## config.mk

```make
export PLATFORM = sky130hd
export DESIGN_NAME = xor_bucket_value_encoder
export DESIGN_NICKNAME = d
export VERILOG_FILES = /design/src/rtl/xbve_pkg.sv /design/src/rtl/xor_bucket_value_encoder.sv /design/src/rtl/xbve_zero_count.sv /design/src/rtl/xbve_encoder.sv /design/src/rtl/xbve_chunk_out.sv
export SDC_FILE = /design/constraint.sdc
export NUM_CORES = 1
export LEC_CHECK = 0
export BUFFER_PORTS_ARGS = -buffer_cell sky130_fd_sc_hd__buf_2
export CORE_ASPECT_RATIO = 1.1
export CORE_MARGIN = 3
export CORE_UTILIZATION = 55
export DETAILED_ROUTE_END_ITERATION = 16
export HOLD_SLACK_MARGIN = 0.1
export PLACE_DENSITY = 0.75
export SETUP_SLACK_MARGIN = 0.02
export SLEW_MARGIN = 20
export SYNTH_ARGS = -nofsm -noshare
export SYNTH_HDL_FRONTEND = slang
export SYNTH_HIERARCHICAL = 1
export SYNTH_SLANG_ARGS = --single-unit
```

## constraint.sdc

```tcl
create_clock -name clock -period 16.7 [get_ports clock]
set_input_delay 1.67 -clock clock [delete_from_list [all_inputs] [get_ports clock]]
set_output_delay 1.67 -clock clock [all_outputs]
set_load 0.005 [all_outputs]
```

## src/rtl/xbve_pkg.sv

```systemverilog
// shared types and code constants for the xor bucket value encoder
// no dependencies
package xbve_pkg;

   localparam int SAMPLE_W = 64;
   localparam int COUNT_W  = 6;
   localparam int LENGTH_W = 7;

   // header codes
   localparam logic [1:0] CODE_ZERO  = 2'b11;
   localparam logic [1:0] CODE_REUSE = 2'b10;
   localparam logic       CODE_NEW   = 1'b0;

   // field prefixes for the new window header
   localparam logic [1:0] PREFIX_MID = 2'b10;
   localparam logic [1:0] PREFIX_ESC = 2'b11;

   // window counts after reset
   localparam logic [LENGTH_W-1:0] WINDOW_RESET = 7'd64;

   typedef struct packed {
      logic [SAMPLE_W-1:0] x;
      logic [COUNT_W-1:0]  lz;
      logic [COUNT_W-1:0]  tz;
      logic                zero;
   } counted_type;

   typedef struct packed {
      logic [SAMPLE_W-1:0] bits;
      logic [LENGTH_W-1:0] length;
      logic                last;
   } chunk_type;

   typedef struct packed {
      chunk_type head;
      chunk_type body;
      logic      two;
   } encoded_type;

endpackage

```

## src/rtl/xor_bucket_value_encoder.sv

```systemverilog
// xor bucket value encoder, top level
// the first chunk is shown from the result register, behind the xor and count stages
// output gives one chunk a cycle while rsp_stall is low; a request with a payload chunk
// holds the result register until its payload is taken, so the rate is one request per
// cycle for single chunk codes, and the next request waits while a payload follows
// reset clears all valids, the previous sample to zero and both window counts to 64
// depends on xbve_pkg, xbve_zero_count, xbve_encoder, xbve_chunk_out
module xor_bucket_value_encoder (
   input  logic        clock,
   input  logic        reset,
   input  logic        req_valid,
   output logic        req_stall,
   input  logic [63:0] req_sample_value,
   output logic        rsp_valid,
   input  logic        rsp_stall,
   output logic [63:0] rsp_code_bits,
   output logic [6:0]  rsp_code_length,
   output logic        rsp_last_of_value
);
   import xbve_pkg::*;

   // previous sample, updated as each request enters
   logic [63:0] prev_ff, prev_in;

   // xor stage
   logic        x_valid_ff, x_valid_in;
   logic [63:0] x_ff, x_in;

   // stored window: leading and trailing zero counts of the last non-zero xor
   logic [6:0]  plz_ff, plz_in;
   logic [6:0]  ptz_ff, ptz_in;

   logic        req_take;
   logic        cnt_ready;
   logic        cnt_valid;
   counted_type cnt;
   encoded_type enc;
   logic        out_ready;
   logic        cnt_take;
   chunk_type   chunk;

   // the xor stage moves on whenever the count stage has room
   assign req_stall = x_valid_ff && !cnt_ready;
   assign req_take  = req_valid && !req_stall;

   always_comb begin
      prev_in    = prev_ff;
      x_in       = x_ff;
      x_valid_in = x_valid_ff && !cnt_ready;
      if (req_take) begin
         prev_in    = req_sample_value;
         x_in       = req_sample_value ^ prev_ff;
         x_valid_in = 1'b1;
      end
   end

   xbve_zero_count u_count (
      .clock       (clock),
      .reset       (reset),
      .load_valid  (x_valid_ff),
      .load_x      (x_ff),
      .load_ready  (cnt_ready),
      .drain_ready (out_ready),
      .cnt_valid   (cnt_valid),
      .cnt         (cnt)
   );

   // encoding sits between the count register and the result register
   xbve_encoder u_encoder (
      .cnt (cnt),
      .plz (plz_ff),
      .ptz (ptz_ff),
      .enc (enc)
   );

   // window follows the request that enters the result register;
   // a zero xor leaves it as it is
   assign cnt_take = cnt_valid && out_ready;

   always_comb begin
      plz_in = plz_ff;
      ptz_in = ptz_ff;
      if (cnt_take && !cnt.zero) begin
         plz_in = {1'b0, cnt.lz};
         ptz_in = {1'b0, cnt.tz};
      end
   end

   always_ff @(posedge clock) begin
      if (reset) begin
         prev_ff    <= '0;
         x_valid_ff <= 1'b0;
         plz_ff     <= WINDOW_RESET;
         ptz_ff     <= WINDOW_RESET;
      end else begin
         prev_ff    <= prev_in;
         x_valid_ff <= x_valid_in;
         plz_ff     <= plz_in;
         ptz_ff     <= ptz_in;
      end
      x_ff <= x_in;
   end

   xbve_chunk_out u_out (
      .clock      (clock),
      .reset      (reset),
      .load_valid (cnt_valid),
      .load_enc   (enc),
      .load_ready (out_ready),
      .rsp_valid  (rsp_valid),
      .rsp_stall  (rsp_stall),
      .rsp_chunk  (chunk)
   );

   assign rsp_code_bits     = chunk.bits;
   assign rsp_code_length   = chunk.length;
   assign rsp_last_of_value = chunk.last;

   // every chunk shown carries at least one bit and no more than 64
   a_length_range: assert property (@(posedge clock) disable iff (reset)
      rsp_valid |-> (rsp_code_length != 7'd0 && rsp_code_length <= 7'd64))
      else $error("chunk length out of range");

   // after a non-zero xor the stored window holds real counts
   a_window_set: assert property (@(posedge clock) disable iff (reset)
      (cnt_take && !cnt.zero) |=> (plz_ff <= 7'd63 && ptz_ff <= 7'd63))
      else $error("window counts not updated");

endmodule

```

## src/rtl/xbve_zero_count.sv

```systemverilog
// count stage: registers the xor word with its leading and trailing zero counts
// depends on xbve_pkg
module xbve_zero_count (
   input  logic                      clock,
   input  logic                      reset,
   input  logic                      load_valid,
   input  logic [63:0]               load_x,
   output logic                      load_ready,
   input  logic                      drain_ready,
   output logic                      cnt_valid,
   output xbve_pkg::counted_type     cnt
);
   import xbve_pkg::*;

   logic        valid_ff, valid_in;
   counted_type cnt_ff, cnt_in;
   logic [63:0] lv, tv;
   logic [5:0]  lz, tz;

   // binary search for leading zeros
   always_comb begin
      lv = load_x;
      lz = '0;
      if (lv[63:32] == 32'd0) begin
         lz[5] = 1'b1;
         lv = lv << 32;
      end
      if (lv[63:48] == 16'd0) begin
         lz[4] = 1'b1;
         lv = lv << 16;
      end
      if (lv[63:56] == 8'd0) begin
         lz[3] = 1'b1;
         lv = lv << 8;
      end
      if (lv[63:60] == 4'd0) begin
         lz[2] = 1'b1;
         lv = lv << 4;
      end
      if (lv[63:62] == 2'd0) begin
         lz[1] = 1'b1;
         lv = lv << 2;
      end
      if (lv[63] == 1'b0) begin
         lz[0] = 1'b1;
      end
   end

   // and for trailing zeros
   always_comb begin
      tv = load_x;
      tz = '0;
      if (tv[31:0] == 32'd0) begin
         tz[5] = 1'b1;
         tv = tv >> 32;
      end
      if (tv[15:0] == 16'd0) begin
         tz[4] = 1'b1;
         tv = tv >> 16;
      end
      if (tv[7:0] == 8'd0) begin
         tz[3] = 1'b1;
         tv = tv >> 8;
      end
      if (tv[3:0] == 4'd0) begin
         tz[2] = 1'b1;
         tv = tv >> 4;
      end
      if (tv[1:0] == 2'd0) begin
         tz[1] = 1'b1;
         tv = tv >> 2;
      end
      if (tv[0] == 1'b0) begin
         tz[0] = 1'b1;
      end
   end

   assign load_ready = !valid_ff || drain_ready;

   always_comb begin
      valid_in = valid_ff;
      cnt_in   = cnt_ff;
      if (load_ready) begin
         valid_in    = load_valid;
         cnt_in.x    = load_x;
         cnt_in.lz   = lz;
         cnt_in.tz   = tz;
         cnt_in.zero = (load_x == 64'd0);
      end
   end

   always_ff @(posedge clock) begin
      if (reset) begin
         valid_ff <= 1'b0;
      end else begin
         valid_ff <= valid_in;
      end
      cnt_ff <= cnt_in;
   end

   assign cnt_valid = valid_ff;
   assign cnt       = cnt_ff;

endmodule

```

## src/rtl/xbve_encoder.sv

```systemverilog
// code builder: header and payload chunks from the counts and the stored window
// depends on xbve_pkg
module xbve_encoder (
   input  xbve_pkg::counted_type  cnt,
   input  logic [6:0]             plz,
   input  logic [6:0]             ptz,
   output xbve_pkg::encoded_type  enc
);
   import xbve_pkg::*;

   typedef struct packed {
      logic [7:0] code;
      logic [3:0] len;
   } field_type;

   function automatic field_type code_field(input logic [8:0] zz, input logic [5:0] esc);
      field_type f;
      if (zz < 9'd4) begin
         f.code = {6'd0, zz[1:0]};
         f.len  = 4'd3;
      end else if (zz < 9'd16) begin
         f.code = {2'd0, PREFIX_MID, zz[3:0]};
         f.len  = 4'd6;
      end else begin
         f.code = {PREFIX_ESC, esc};
         f.len  = 4'd8;
      end
      return f;
   endfunction

   logic        reuse;
   logic [6:0]  reuse_sig;
   logic [6:0]  sum_new;
   logic [7:0]  sum_old;
   logic [7:0]  da, db;
   logic [8:0]  zza, zzb;
   logic [5:0]  w;
   field_type   fa, fb;
   logic [16:0] hdr;
   logic [6:0]  hdr_len;
   logic [63:0] shifted;
   logic [63:0] keep;

   assign reuse     = ({1'b0, cnt.lz} >= plz) && ({1'b0, cnt.tz} >= ptz);
   assign reuse_sig = WINDOW_RESET - plz - ptz;

   // signed deltas, zigzag on the narrow form
   assign sum_new = {1'b0, cnt.lz} + {1'b0, cnt.tz};
   assign sum_old = {1'b0, plz} + {1'b0, ptz};
   assign da      = {2'b00, cnt.lz} - {1'b0, plz};
   assign db      = {1'b0, sum_new} - sum_old;
   assign zza     = {da, 1'b0} ^ {9{da[7]}};
   assign zzb     = {db, 1'b0} ^ {9{db[7]}};

   // significant width minus one
   assign w = 6'd63 - cnt.lz - cnt.tz;

   assign fa      = code_field(zza, cnt.lz);
   assign fb      = code_field(zzb, w);
   assign hdr     = ({9'd0, fa.code} << fb.len) | {9'd0, fb.code};
   assign hdr_len = 7'd1 + {3'd0, fa.len} + {3'd0, fb.len};

   assign shifted = cnt.x >> cnt.tz;
   assign keep    = ~({64{1'b1}} << w);

   always_comb begin
      enc = '0;
      if (cnt.zero) begin
         enc.head.bits   = {62'd0, CODE_ZERO};
         enc.head.length = 7'd2;
         enc.head.last   = 1'b1;
         enc.two         = 1'b0;
      end else if (reuse) begin
         enc.head.bits   = {62'd0, CODE_REUSE};
         enc.head.length = 7'd2;
         enc.head.last   = 1'b0;
         enc.body.bits   = cnt.x >> ptz;
         enc.body.length = reuse_sig;
         enc.body.last   = 1'b1;
         enc.two         = 1'b1;
      end else begin
         // leading bit of the 17 bit header is the new window marker
         enc.head.bits   = {47'd0, hdr | {CODE_NEW, 16'd0}};
         enc.head.length = hdr_len;
         enc.head.last   = (w == 6'd0);
         enc.body.bits   = shifted & keep;
         enc.body.length = {1'b0, w};
         enc.body.last   = 1'b1;
         enc.two         = (w != 6'd0);
      end
   end

endmodule

```

## src/rtl/xbve_chunk_out.sv

```systemverilog
// result register: holds one encoded request and hands out its one or two chunks
// depends on xbve_pkg
module xbve_chunk_out (
   input  logic                   clock,
   input  logic                   reset,
   input  logic                   load_valid,
   input  xbve_pkg::encoded_type  load_enc,
   output logic                   load_ready,
   output logic                   rsp_valid,
   input  logic                   rsp_stall,
   output xbve_pkg::chunk_type    rsp_chunk
);
   import xbve_pkg::*;

   logic        full_ff, full_in;
   logic        phase_ff, phase_in;
   encoded_type enc_ff, enc_in;
   logic        take;
   logic        shown_last;

   assign shown_last = phase_ff || !enc_ff.two;
   assign take       = full_ff && !rsp_stall;
   assign load_ready = !full_ff || (take && shown_last);

   always_comb begin
      full_in  = full_ff;
      phase_in = phase_ff;
      enc_in   = enc_ff;
      if (load_ready) begin
         full_in  = load_valid;
         phase_in = 1'b0;
         enc_in   = load_enc;
      end else if (take) begin
         phase_in = 1'b1;
      end
   end

   always_ff @(posedge clock) begin
      if (reset) begin
         full_ff  <= 1'b0;
         phase_ff <= 1'b0;
      end else begin
         full_ff  <= full_in;
         phase_ff <= phase_in;
      end
      enc_ff <= enc_in;
   end

   assign rsp_valid = full_ff;
   assign rsp_chunk = phase_ff ? enc_ff.body : enc_ff.head;

   // payload phase only while a request is held
   a_phase_full: assert property (@(posedge clock) disable iff (reset)
      phase_ff |-> full_ff)
      else $error("payload phase without held request");

   // a header that is not last is followed by its payload
   a_body_follows: assert property (@(posedge clock) disable iff (reset)
      (take && !rsp_chunk.last) |=> (rsp_valid && phase_ff))
      else $error("payload chunk lost after header");

endmodule
```

==> results of run 1 <==
-- logic make-up after synthesis --
group	synth area share, %
AND/OR/NAND/NOR	13.6
AO/OA/AOI/OAI	11.9
multiplexers	23.5
flip-flops	38.5
buffers and inverters	6.22
XOR/XNOR	3.04
adder cells (fa/ha/maj)	3.22
other	0.0142
-- worst max path at each step --
stage	end	slack, ps	cells after the start
after detailed placement	u_out/enc_ff[76]	11180	18
final	u_out/enc_ff[76]	11090	18
after floorplan	req_stall	4510	3
after global routing	u_out/enc_ff[76]	10670	18
after global placement	u_out/enc_ff[76]	11390	18
after CTS	u_out/enc_ff[76]	11150	18
-- synth_stat cells, types with 9 or more instances --
library cell,count,area share (%)
a211oi_1,28,0.79
a21o_1,15,0.43
a21oi_1,142,2.7
a221oi_1,9,0.30
a31oi_1,22,0.52
a32oi_1,12,0.40
and2_1,14,0.33
buf_1,22,0.31
buf_12,13,0.98
buf_2,37,0.70
buf_4,58,1.6
buf_6,10,0.43
clkbuf_1,75,1.1
dfxtp_1,81,6.1
edfxtp_1,286,32
fa_1,17,1.3
ha_1,41,1.9
inv_1,67,0.95
mux2_2,76,3.2
mux2_4,59,3.3
mux2i_1,170,6.4
mux4_2,123,10
nand2_1,268,3.8
nand2b_1,134,3.2
nand3_1,16,0.30
nor2_1,194,2.7
nor3_1,30,0.57
nor4_1,14,0.33
o211ai_1,13,0.37
o21ai_0,97,1.8
o22ai_1,41,0.97
or3_1,10,0.24
xnor2_1,12,0.40
xor2_1,80,2.6
-- sequential cells by signal, summed over array words and instances, names as in the netlist --
| signal | cells |
|---|---|
| u_out/enc_ff | 145 |
| u_count/cnt | 77 |
| prev_ff | 64 |
| x_ff | 64 |
| plz_ff | 7 |
| ptz_ff | 6 |
| u_count/cnt_valid | 1 |
| u_out/phase_ff | 1 |
| u_out/rsp_valid | 1 |
| x_valid_ff | 1 |
-- through the flow --
step	cells	setup slack, ps
floorplan	2518	4510
finish	3184	11090
CTS	3182	11150
global route	3182	10670
global placement	3113	11390
detailed placement	3113	11180
-- critical path, stage by stage (launching register included) --
cell and delay, ps:
edfxtp_1 370, buf_4 260, inv_2 80, buf_4 580, fa_1 540, fa_1 400
inv_1 70, ha_1 320, a21o_1 220, a31oi_1 180, xnor2_1 170, o2111ai_1 180
or2_1 340, o22ai_2 370, inv_1 210, ha_1 270, fa_1 470, xor2_1 190
nor2_1 60
-- routing by layer --
metal | track usage, % | share of wire, % | up-vias
met3 | 5.98 | 8.2 | 302
li1 | - | - | 9153
met4 | 18.9 | 7.7 | 0
met1 | 39.9 | 38 | 9912
met5 | 0 | 0 | -
met2 | 51.5 | 46 | 1143
-- final cells by class --
class                   count  area, um^2  area share, %
diodes                      2        5.00         0.0176
clock buffers              52        1010           3.57
clock inverters            17         233          0.821
inverters                  77         290           1.02
multi-input cells        1859       14900           52.4
flip-flops and latches    367       10200           36.0
well taps                 637         797           2.81
repair buffers            173         952           3.36
-- report_power, final --
group	leakage [uW]	switching (uW)	internal, uW
Clock	0.000604	352	506
Combinational	0.00737	478	345
Sequential	0.00364	101	1130
Total	0.0116	931	1990
==> run metrics, run 1 <==
Worst Path Max Fanout=65; most frequent cells in the layout=edfxtp_1, nand2_1, nor2_1, mux2i_1, a21oi_1; register area share after synthesis=between 30% and 40%; Total Die Area=just over 50000 um^2; largest net degree at the start of global routing=approximately 150; worst skew pair latency=570 ps; hold_ws=around 440 ps; Top FF cell, synth=edfxtp_1; Tcrit/Tclk final=between 30% and 40%; RSZ-0062 raised after global routing=false; GP Congestion=about 1.1; Final Power=a little under 3000 uW; vias per cell=between 6 and 7; Filler cells=slightly below 4000; die height=~240 um; synth-to-layout area growth=7.05%; CTS Hold Bufs=0; Max Cap Viol=0; Syn Inst Count=roughly 2500; Data arrival, critical path=about 5900 ps; # IOs=142; Max Root-Sink Buffers=3; flops & latches, synth=between 300 and 400; antenna violations before repair=3; Setup TNS Final=0 ps; final-report max-slew violation count=0; CP endpoint kind=register; global-route wire length before repair=about 120 mm; hold depth=2; Hold Fails Final Rpt=0; Synth cell types=about 110; IR drop worst, VDD=95.6 uV; Hold Crit Endpoint=u_count/cnt_valid; CTS Buf Count=38; Worst Path Class, Setup=register to register; reg2reg end=u_out/enc_ff[76]; Post-Syn Area per Cell=about 11 um^2; CP Launch Point=u_count/cnt[3]; Rows=83; DRT Wirelength=82.4 mm; status=completed; Post-synth ARST share=0%; Hold WC Path Type=register to register; layout cells sized above 1=21.5%; post-route cell area=roughly 28000 um^2; fin crit period=~5600 ps; Core Util, Final=about three fifths; Die X=about 220 um; number of synthesized flops with an enable pin=286; First DRT Iteration DRCs=2799; relative slew slack=28.5%; core area=about 47000 um^2; Setup Buffers After CTS=0; Overall Global Routing Usage=between 30% and 40%; GRT Residual Overflow=0; DR pass1 iterations=8; reg2reg setup slack=11090 ps; Critical Path RT=about 17000 ps; worst-margin pin slew=approximately 1100 ps; CTS H-tree lvls=2; hold_sp=x_valid_ff; placed cell area=about 27000 um^2; DRC Markers=0; Setup violations, final=0; warnings from Yosys=6; port bufs=141; Initial Utilization=a little under three fifths; vias in the first global route=~20000; per-cell routed wire length=around 26 um; Peak Freq=~0.18 GHz; commonest non-fill, non-tap cell in the layout=edfxtp_1; Reg2Reg Depth=18; TritonCTS clock tree=done; vias post-DR=between 20000 and 25000; CTS Root Cell=clkbuf_16; FF-to-FF Start=u_count/cnt[3]; hpwl dp=approximately 64 mm; Static Leak=~0.012 uW; PwrDens=between 100 and 150 nW/um^2; clock sink total=between 300 and 400; Worst Clk Skew=between 20 and 30 ps; post-cts sizing count=0; post-route ant nets=0; synthesized area=roughly 26000 um^2; # nets final=between 2000 and 3000; Critical Path Start Type=register; Worst-path clk slew=roughly 60 ps
Note: power is estimated with default switching activity, not from simulation.
==> inputs of run 2 (changes only) <==
--- a/config.mk
+++ b/config.mk
@@ -11,7 +11,7 @@
 export CORE_UTILIZATION = 55
 export DETAILED_ROUTE_END_ITERATION = 16
 export HOLD_SLACK_MARGIN = 0.1
-export PLACE_DENSITY = 0.75
+export PLACE_DENSITY = 0.78
 export SETUP_SLACK_MARGIN = 0.02
 export SLEW_MARGIN = 20
 export SYNTH_ARGS = -nofsm -noshare
==> constraint.sdc (replaced) <==
create_clock -name clock -period 5 [get_ports clock]
set_input_delay 0.5 -clock clock [delete_from_list [all_inputs] [get_ports clock]]
set_output_delay 0.5 -clock clock [all_outputs]
set_load 0.005 [all_outputs]
==> run metrics, run 2 (synthesis results as in run 1) <==
reg2reg end=u_out/enc_ff[77] (was u_out/enc_ff[76]); Top reg by flops=u_out/enc_ff (unchanged); placed insts=3135 (was 3113); hpwl dp=67.8 mm (was 63.5 mm); post-route ant nets=0 (unchanged); reg2reg setup slack=260 ps (was 11090 ps); Critical Path RT=5400 ps (was 16970 ps); vias post-DR=20600 (was 20500); DRT Wirelength=87.4 mm (was 82.4 mm); PwrDens=341 nW/um^2 (was 103 nW/um^2); TritonCTS clock tree=done (unchanged); Total Die Area=50800 um^2 (unchanged); Worst Path Max Fanout=12 (was 65); Data arrival, critical path=5150 ps (was 5880 ps); status=completed (unchanged); vias in the first global route=20300 (was 20000); commonest non-fill, non-tap cell in the layout=edfxtp_1 (unchanged); CTS Buf Count=38 (unchanged); global-route wire length before repair=129 mm (was 123 mm); final-report max-slew violation count=0 (unchanged); CTS H-tree lvls=2 (unchanged); Overall Global Routing Usage=33.7% (was 31.8%); vias per cell=6.43 (was 6.44); multi-input logic area=14900 um^2 (about the same); Static Leak=0.0118 uW (was 0.0116 uW); most frequent cells in the layout=edfxtp_1, nand2_1, nor2_1, mux2i_1, a21oi_1 (unchanged); GP Congestion=1.01 (was 1.11); Reg area=10200 um^2 (unchanged); Max Root-Sink Buffers=3 (unchanged); CP peak stage delay=550 ps (was 580 ps); relative slew slack=34.7% (was 28.5%); Layout Cells excl Fill=3207 (was 3184); Critical Path Start Type=register (unchanged); # nets final=2665 (was 2642); largest net degree at the start of global routing=146 (unchanged); worst skew pair latency=570 ps (about the same); Initial Utilization=56.2% (unchanged); # IOs=142 (unchanged); Sw Ratio=32.5% (was 31.9%); DR pass1 iterations=6 (was 8); Worst Path Class, Setup=register to register (unchanged); Hold Fails Final Rpt=0 (unchanged); worst-margin pin slew=980 ps (was 1060 ps); core area=47100 um^2 (unchanged); Core Util, Final=60.6% (was 60.2%); fin crit period=4740 ps (was 5610 ps); Rows=83 (unchanged); RSZ-0062 raised after global routing=false (unchanged); clock sink total=367 (unchanged); Clock Power Share=28.8% (was 29.4%); Worst Clk Skew=22.5 ps (was 29.6 ps); Reg2Reg Depth=17 (was 18); First DRT Iteration DRCs=2180 (was 2799); hold_ws=177 ps (was 445 ps); Peak Freq=0.211 GHz (was 0.178 GHz); DRC Markers=0 (unchanged); post-route cell area=28600 um^2 (was 28400 um^2); CP Capture Point=u_out/enc_ff[77] (was u_out/enc_ff[76]); Hold WC Path Type=primary input to register (was register to register); Gate power share=28.8% (was 28.2%); die height=236 um (unchanged); layout cells sized above 1=22.6% (was 21.5%); placed cell area=27300 um^2 (was 27100 um^2); Seq pwr share=42.5% (was 42.4%); port bufs=141 (unchanged); Max Cap Viol=0 (unchanged); CP endpoint kind=register (unchanged); antenna violations before repair=1 (was 3); CTS Root Cell=clkbuf_16 (unchanged); IR drop worst, VDD=371 uV (was 95.6 uV); max FFs per register=145 (unchanged); Filler cells=3878 (was 3930); GRT Residual Overflow=0 (unchanged); Setup violations, final=0 (unchanged); slowest CP cell=fa_1 (was buf_4); per-cell routed wire length=27.3 um (was 25.9 um); P_int=6580 uW (was 1990 uW); NetSw=3160 uW (was 931 uW); Die X=215 um (unchanged); FF-to-FF Start=u_count/cnt[1] (was u_count/cnt[3]); CP Launch Point=u_count/cnt[1] (was u_count/cnt[3]); Worst-path clk slew=70 ps (was 60 ps); Setup Buffers After CTS=0 (unchanged); Tcrit/Tclk final=94.9% (was 33.6%); synth-to-layout area growth=7.86% (was 7.05%); CP Cell Sequence=fa_1 > inv_1 > fa_1 > inv_1 > ha_1 > fa_1 > a31oi_1 > xnor2_1 > o2111ai_1 > or2_1 > nand2_2 > inv_1 > nor2_4 > ha_1 > a21o_1 > a41oi_2 > mux2i_1 (was buf_4 > inv_2 > buf_4 > fa_1 > fa_1 > inv_1 > ha_1 > a21o_1 > a31oi_1 > xnor2_1 > o2111ai_1 > or2_1 > o22ai_2 > inv_1 > ha_1 > fa_1 > xor2_1 > nor2_1)
==> run 2: changes by cell type in the layout (fill, tap and decap cells not counted), moves of 3 or more <==
cell	delta
bufinv_16	-4
clkinv_2	+6
clkbuf_16	+3
clkbuf_1	-4
buf_4	+20
clkbuf_8	+3
==> run 2: per-layer routing <==
| layer | global-route usage (%) | vias to the layer above | share of wire, % |
|---|---|---|---|
| met5 | 0 | - | 0 |
| met4 | 14.7 | 0 | 5.2 |
| met3 | 5.49 | 208 | 7.3 |
| met2 | 56.8 | 1040 | 48 |
| met1 | 43.1 | 10200 | 39 |
| li1 | - | 9198 | - |
==> run 2: final cells by class <==
| class | count | area share [%] |
|---|---|---|
| diodes | 1 | 0.00876 |
| clock buffers | 54 | 3.90 |
| clock inverters | 16 | 0.390 |
| inverters | 77 | 1.02 |
| multi-input cells | 1859 | 52.0 |
| flip-flops and latches | 367 | 35.8 |
| well taps | 637 | 2.79 |
| repair buffers | 196 | 4.09 |
==> run 2: critical path, delay by kind of cell, from the launching register on <==
kind | cells | cell delay [ps]
muxes | 1 | 200
and+or+nand+nor | 3 | 650
xor gates and xnor gates | 1 | 160
AOI/OAI and AO/OA | 4 | 780
buffers and inverters | 3 | 310
adders and majority gates | 5 | 2050
DFF | 1 | 430
==> run 2: how the worst min path moves through the flow <==
| stage | startpoint | end | slack [ps] | cells past startpoint |
|---|---|---|---|---|
| after floorplan | x_valid_ff | u_count/cnt_valid | 420 | 2 |
| after global placement | x_valid_ff | u_count/cnt_valid | 440 | 2 |
| after detailed placement | x_valid_ff | u_count/cnt_valid | 450 | 2 |
| after CTS | req_valid | x_valid_ff | 150 | 3 |
| after global routing | req_valid | x_valid_ff | 180 | 3 |
| final | req_valid | x_valid_ff | 180 | 3 |
==> run 2: metrics by stage <==
stage | setup TNS (ps) | power, uW | setup slack [ps]
floorplan | -27130 | 5880 | -271
global placement | 0 | 6860 | 368
global route | 0 | 10100 | 47.2
detailed placement | 0 | 6920 | 176
CTS | 0 | 9730 | 146
finish | 0 | 9750 | 256
==> run 2: power by group through the flow <==
| stage | Clock, uW | Sequential, uW | Combinational [uW] |
|---|---|---|---|
| after global routing | 2980 | 4170 | 2980 |
| after floorplan | 0 | 4000 | 1880 |
| final | 2800 | 4140 | 2800 |
| after global placement | 0 | 4180 | 2680 |
| after detailed placement | 0 | 4210 | 2720 |
| after CTS | 2850 | 4140 | 2730 |
==> run 2: repair_timing <==
action / 4_1_cts / 5_1_grt
gates resized for setup: 0 / 2
endpoints found under the setup margin: 0 / 1
hold buffers: 0 / 0
==> inputs of run 3 (changes only) <==
--- a/config.mk
+++ b/config.mk
@@ -5,7 +5,8 @@
 export SDC_FILE = /design/constraint.sdc
 export NUM_CORES = 1
 export LEC_CHECK = 0
-export BUFFER_PORTS_ARGS = -buffer_cell sky130_fd_sc_hd__buf_2
+export ABC_AREA = 1
+export BUFFER_PORTS_ARGS = -buffer_cell sky130_fd_sc_hd__buf_4
 export CORE_ASPECT_RATIO = 1.1
 export CORE_MARGIN = 3
 export CORE_UTILIZATION = 55
==> run metrics, run 3 <==
reg2reg setup slack=460 ps (was 260 ps); PwrDens=361 nW/um^2 (was 341 nW/um^2); commonest non-fill, non-tap cell in the layout=nand2_1 (was edfxtp_1); CTS Buf Count=38 (unchanged); TritonCTS clock tree=done (unchanged); hold_sp=reset (was req_valid); GRT Residual Overflow=0 (unchanged); CTS Hold Bufs=0 (unchanged); IR drop worst, VDD=302 uV (was 371 uV); vias per cell=5.70 (was 6.43); post-cts sizing count=0 (unchanged); Clock Power Share=28.7% (was 28.8%); Hold WC Path Type=primary input to register (unchanged); DRT Wirelength=92.5 mm (was 87.4 mm); vias in the first global route=23500 (was 20300); placed insts=4513 (was 3135); Synth area leader=edfxtp_1 (unchanged); Initial Utilization=55.9% (was 56.2%); DR pass1 iterations=9 (was 6); DRC Markers=0 (unchanged); list of most frequent post-synthesis cells=nand2_1, nand3_1, inv_1 (was edfxtp_1, nand2_1, nor2_1); GP Congestion=1.05 (was 1.01); antenna violations before repair=0 (was 1); vias post-DR=26100 (was 20600); final-report max-slew violation count=0 (unchanged); flops & latches, synth=367 (unchanged); Worst Clk Skew=18.3 ps (was 22.5 ps); Seq pwr share=38.1% (was 42.5%); # nets final=4027 (was 2665); Layout Cells excl Fill=4582 (was 3207); worst skew pair latency=570 ps (about the same); Setup TNS Final=0 ps (unchanged); warnings from Yosys=6 (unchanged); Tcrit/Tclk final=90.8% (was 94.9%); Met2 Wirelength=42.2 mm (was 42.0 mm); Synth area leaders=edfxtp_1, nand2_1, nand3_1, dfxtp_1, inv_1 (was edfxtp_1, mux4_2, mux2i_1, dfxtp_1, nand2_1); Hold Crit Endpoint=x_valid_ff (unchanged); Top reg by flops=u_out/enc_ff (unchanged); Worst Path Max Fanout=15 (was 12); relative slew slack=29.6% (was 34.7%); Setup violations, final=0 (unchanged); NetSw=3870 uW (was 3160 uW); Post-synth ARST share=0% (unchanged); met3 WL=6.76 mm (was 6.42 mm); clock sink total=367 (unchanged); Reg2Reg Depth=22 (was 17); Sw Ratio=36.3% (was 32.5%); die height=240 um (was 236 um); Top FF cell, synth=edfxtp_1 (unchanged); register area share after synthesis=37.2% (was 38.5%); worst-margin pin slew=1060 ps (was 980 ps); status=completed (unchanged); Max Root-Sink Buffers=3 (unchanged); Yosys top cell area share=31.3% (was 32.4%); fin crit period=4540 ps (was 4740 ps); port bufs=141 (unchanged); FF-to-FF Start=ptz_ff[0] (was u_count/cnt[1]); global-route wire length before repair=139 mm (was 129 mm); # IOs=142 (unchanged); P_int=6790 uW (was 6580 uW); Gate power share=33.2% (was 28.8%); Data arrival, critical path=4930 ps (was 5150 ps); synthesized area=27500 um^2 (was 26500 um^2); Synth cell types=53 (was 107); Post-Syn Area per Cell=7.02 um^2 (was 10.7 um^2); wl on met1=37.0 mm (was 34.4 mm); Die X=219 um (was 215 um); Static Leak=0.0140 uW (was 0.0118 uW); hpwl dp=69.4 mm (was 67.8 mm); largest net degree at the start of global routing=125 (was 146); Peak Freq=0.220 GHz (was 0.211 GHz); Syn Inst Count=3913 (was 2469); max FFs per register=145 (unchanged); synth-to-layout area growth=7.69% (was 7.86%); CTS Root Cell=clkbuf_16 (unchanged); hold depth=2 (was 3); number of synthesized flops with an enable pin=286 (unchanged); core area=49100 um^2 (was 47100 um^2); layout cells sized above 1=8.91% (was 22.6%); hold_ws=141 ps (was 177 ps); Critical Path Start Type=register (unchanged); per-cell routed wire length=20.2 um (was 27.3 um); reg2reg end=u_out/enc_ff[78] (was u_out/enc_ff[77]); Total Die Area=52700 um^2 (was 50800 um^2); Overall Global Routing Usage=34.7% (was 33.7%); Worst-path clk slew=60 ps (was 70 ps); Final Power=10700 uW (was 9750 uW); Top Layer Used=met4 (unchanged); Setup Buffers After CTS=0 (unchanged); First DRT Iteration DRCs=3055 (was 2180); post-route ant nets=0 (unchanged); Rows=85 (was 83); most numerous cell in the Yosys netlist=nand2_1 (was edfxtp_1); Worst Path Class, Setup=register to register (unchanged); CP endpoint kind=register (unchanged); RSZ-0062 raised after global routing=false (unchanged); CTS H-tree lvls=2 (unchanged); most frequent cells in the layout=nand2_1, nand3_1, inv_1, nor2_1, edfxtp_1 (was edfxtp_1, nand2_1, nor2_1, mux2i_1, a21oi_1); Critical Path RT=5390 ps (was 5400 ps); Hold Fails Final Rpt=0 (unchanged); Max Cap Viol=0 (unchanged); Antenna diodes=0 (was 1)
-- run 3: cells by family (layout without fill, tap and decap cells) --
logic type      count (synthesis)  after routing  synth area share, %
fa+ha+maj                      58             58                 3.11
compound gates                599            599                 12.1
xor+xnor                       76             76                 2.42
mux                            50             50                 1.82
other cells                     1             50               0.0137
flops                         367            367                 37.2
simple gates                 2138           2138                 32.7
buf+inv                       624            592                 10.7
-- run 3: area by class of cell --
cell class | count | area, um^2
Tap cell | 652 | 816
Fill cell | 4733 | 19600
Multi-Input combinational cell | 2971 | 14500
Timing Repair Buffer | 184 | 1380
Inverter | 339 | 1270
Clock inverter | 21 | 298
Sequential cell | 367 | 10200
Clock buffer | 48 | 1050
-- run 3: worst max-delay path, cell delays in order (launching register included) --
cell and delay (ps):
dfxtp_2 490, inv_2 80, fa_1 480, inv_1 50, fa_1 470, inv_1 40
ha_1 220, fa_1 490, nand2_1 120, nand2_1 50, nand2_1 50, nand2_1 60
inv_1 50, nand3_1 60, nand2_1 140, nand3_4 200, nor2_4 200, inv_2 80
ha_1 220, fa_1 460, nor2_1 120, nand3_1 80, a21oi_1 140
-- run 3: worst max path at each step --
stage / startpoint / end / slack [ps]
final: ptz_ff[0] / u_out/enc_ff[78] / 460
after global routing: ptz_ff[0] / u_out/enc_ff[78] / 100
after CTS: ptz_ff[0] / u_out/enc_ff[78] / 470
after detailed placement: ptz_ff[0] / u_out/enc_ff[78] / 480
after global placement: ptz_ff[0] / u_out/enc_ff[76] / 560
after floorplan: rsp_stall / x_ff[0] / 270
-- run 3: power by group through the flow --
| stage | registers, uW | clock network [uW] | logic (uW) |
|---|---|---|---|
| 2_1_floorplan | 4010 | 0 | 2330 |
| 3_3_place_gp | 4120 | 0 | 3420 |
| 3_5_place_dp | 4130 | 0 | 3440 |
| 4_1_cts | 4070 | 3120 | 3460 |
| 5_1_grt | 4100 | 3250 | 3880 |
| 6_report | 4070 | 3060 | 3540 |
-- run 3: layer usage --
layer	vias to the layer above	GRT usage [%]
li1	12700	-
met1	11900	44.7
met2	1228	55.5
met3	279	4.92
met4	0	20.8
met5	-	0
-- run 3: per-stage QoR --
stage          util (%)  cell area (um^2)  setup WS, ps
3_3_place_gp       57.5             28200           564
4_1_cts            60.2             29600           466
5_1_grt            60.2             29600           104
2_1_floorplan         -             27700           269
6_report           60.2             29600           458
3_5_place_dp       57.5             28200           483
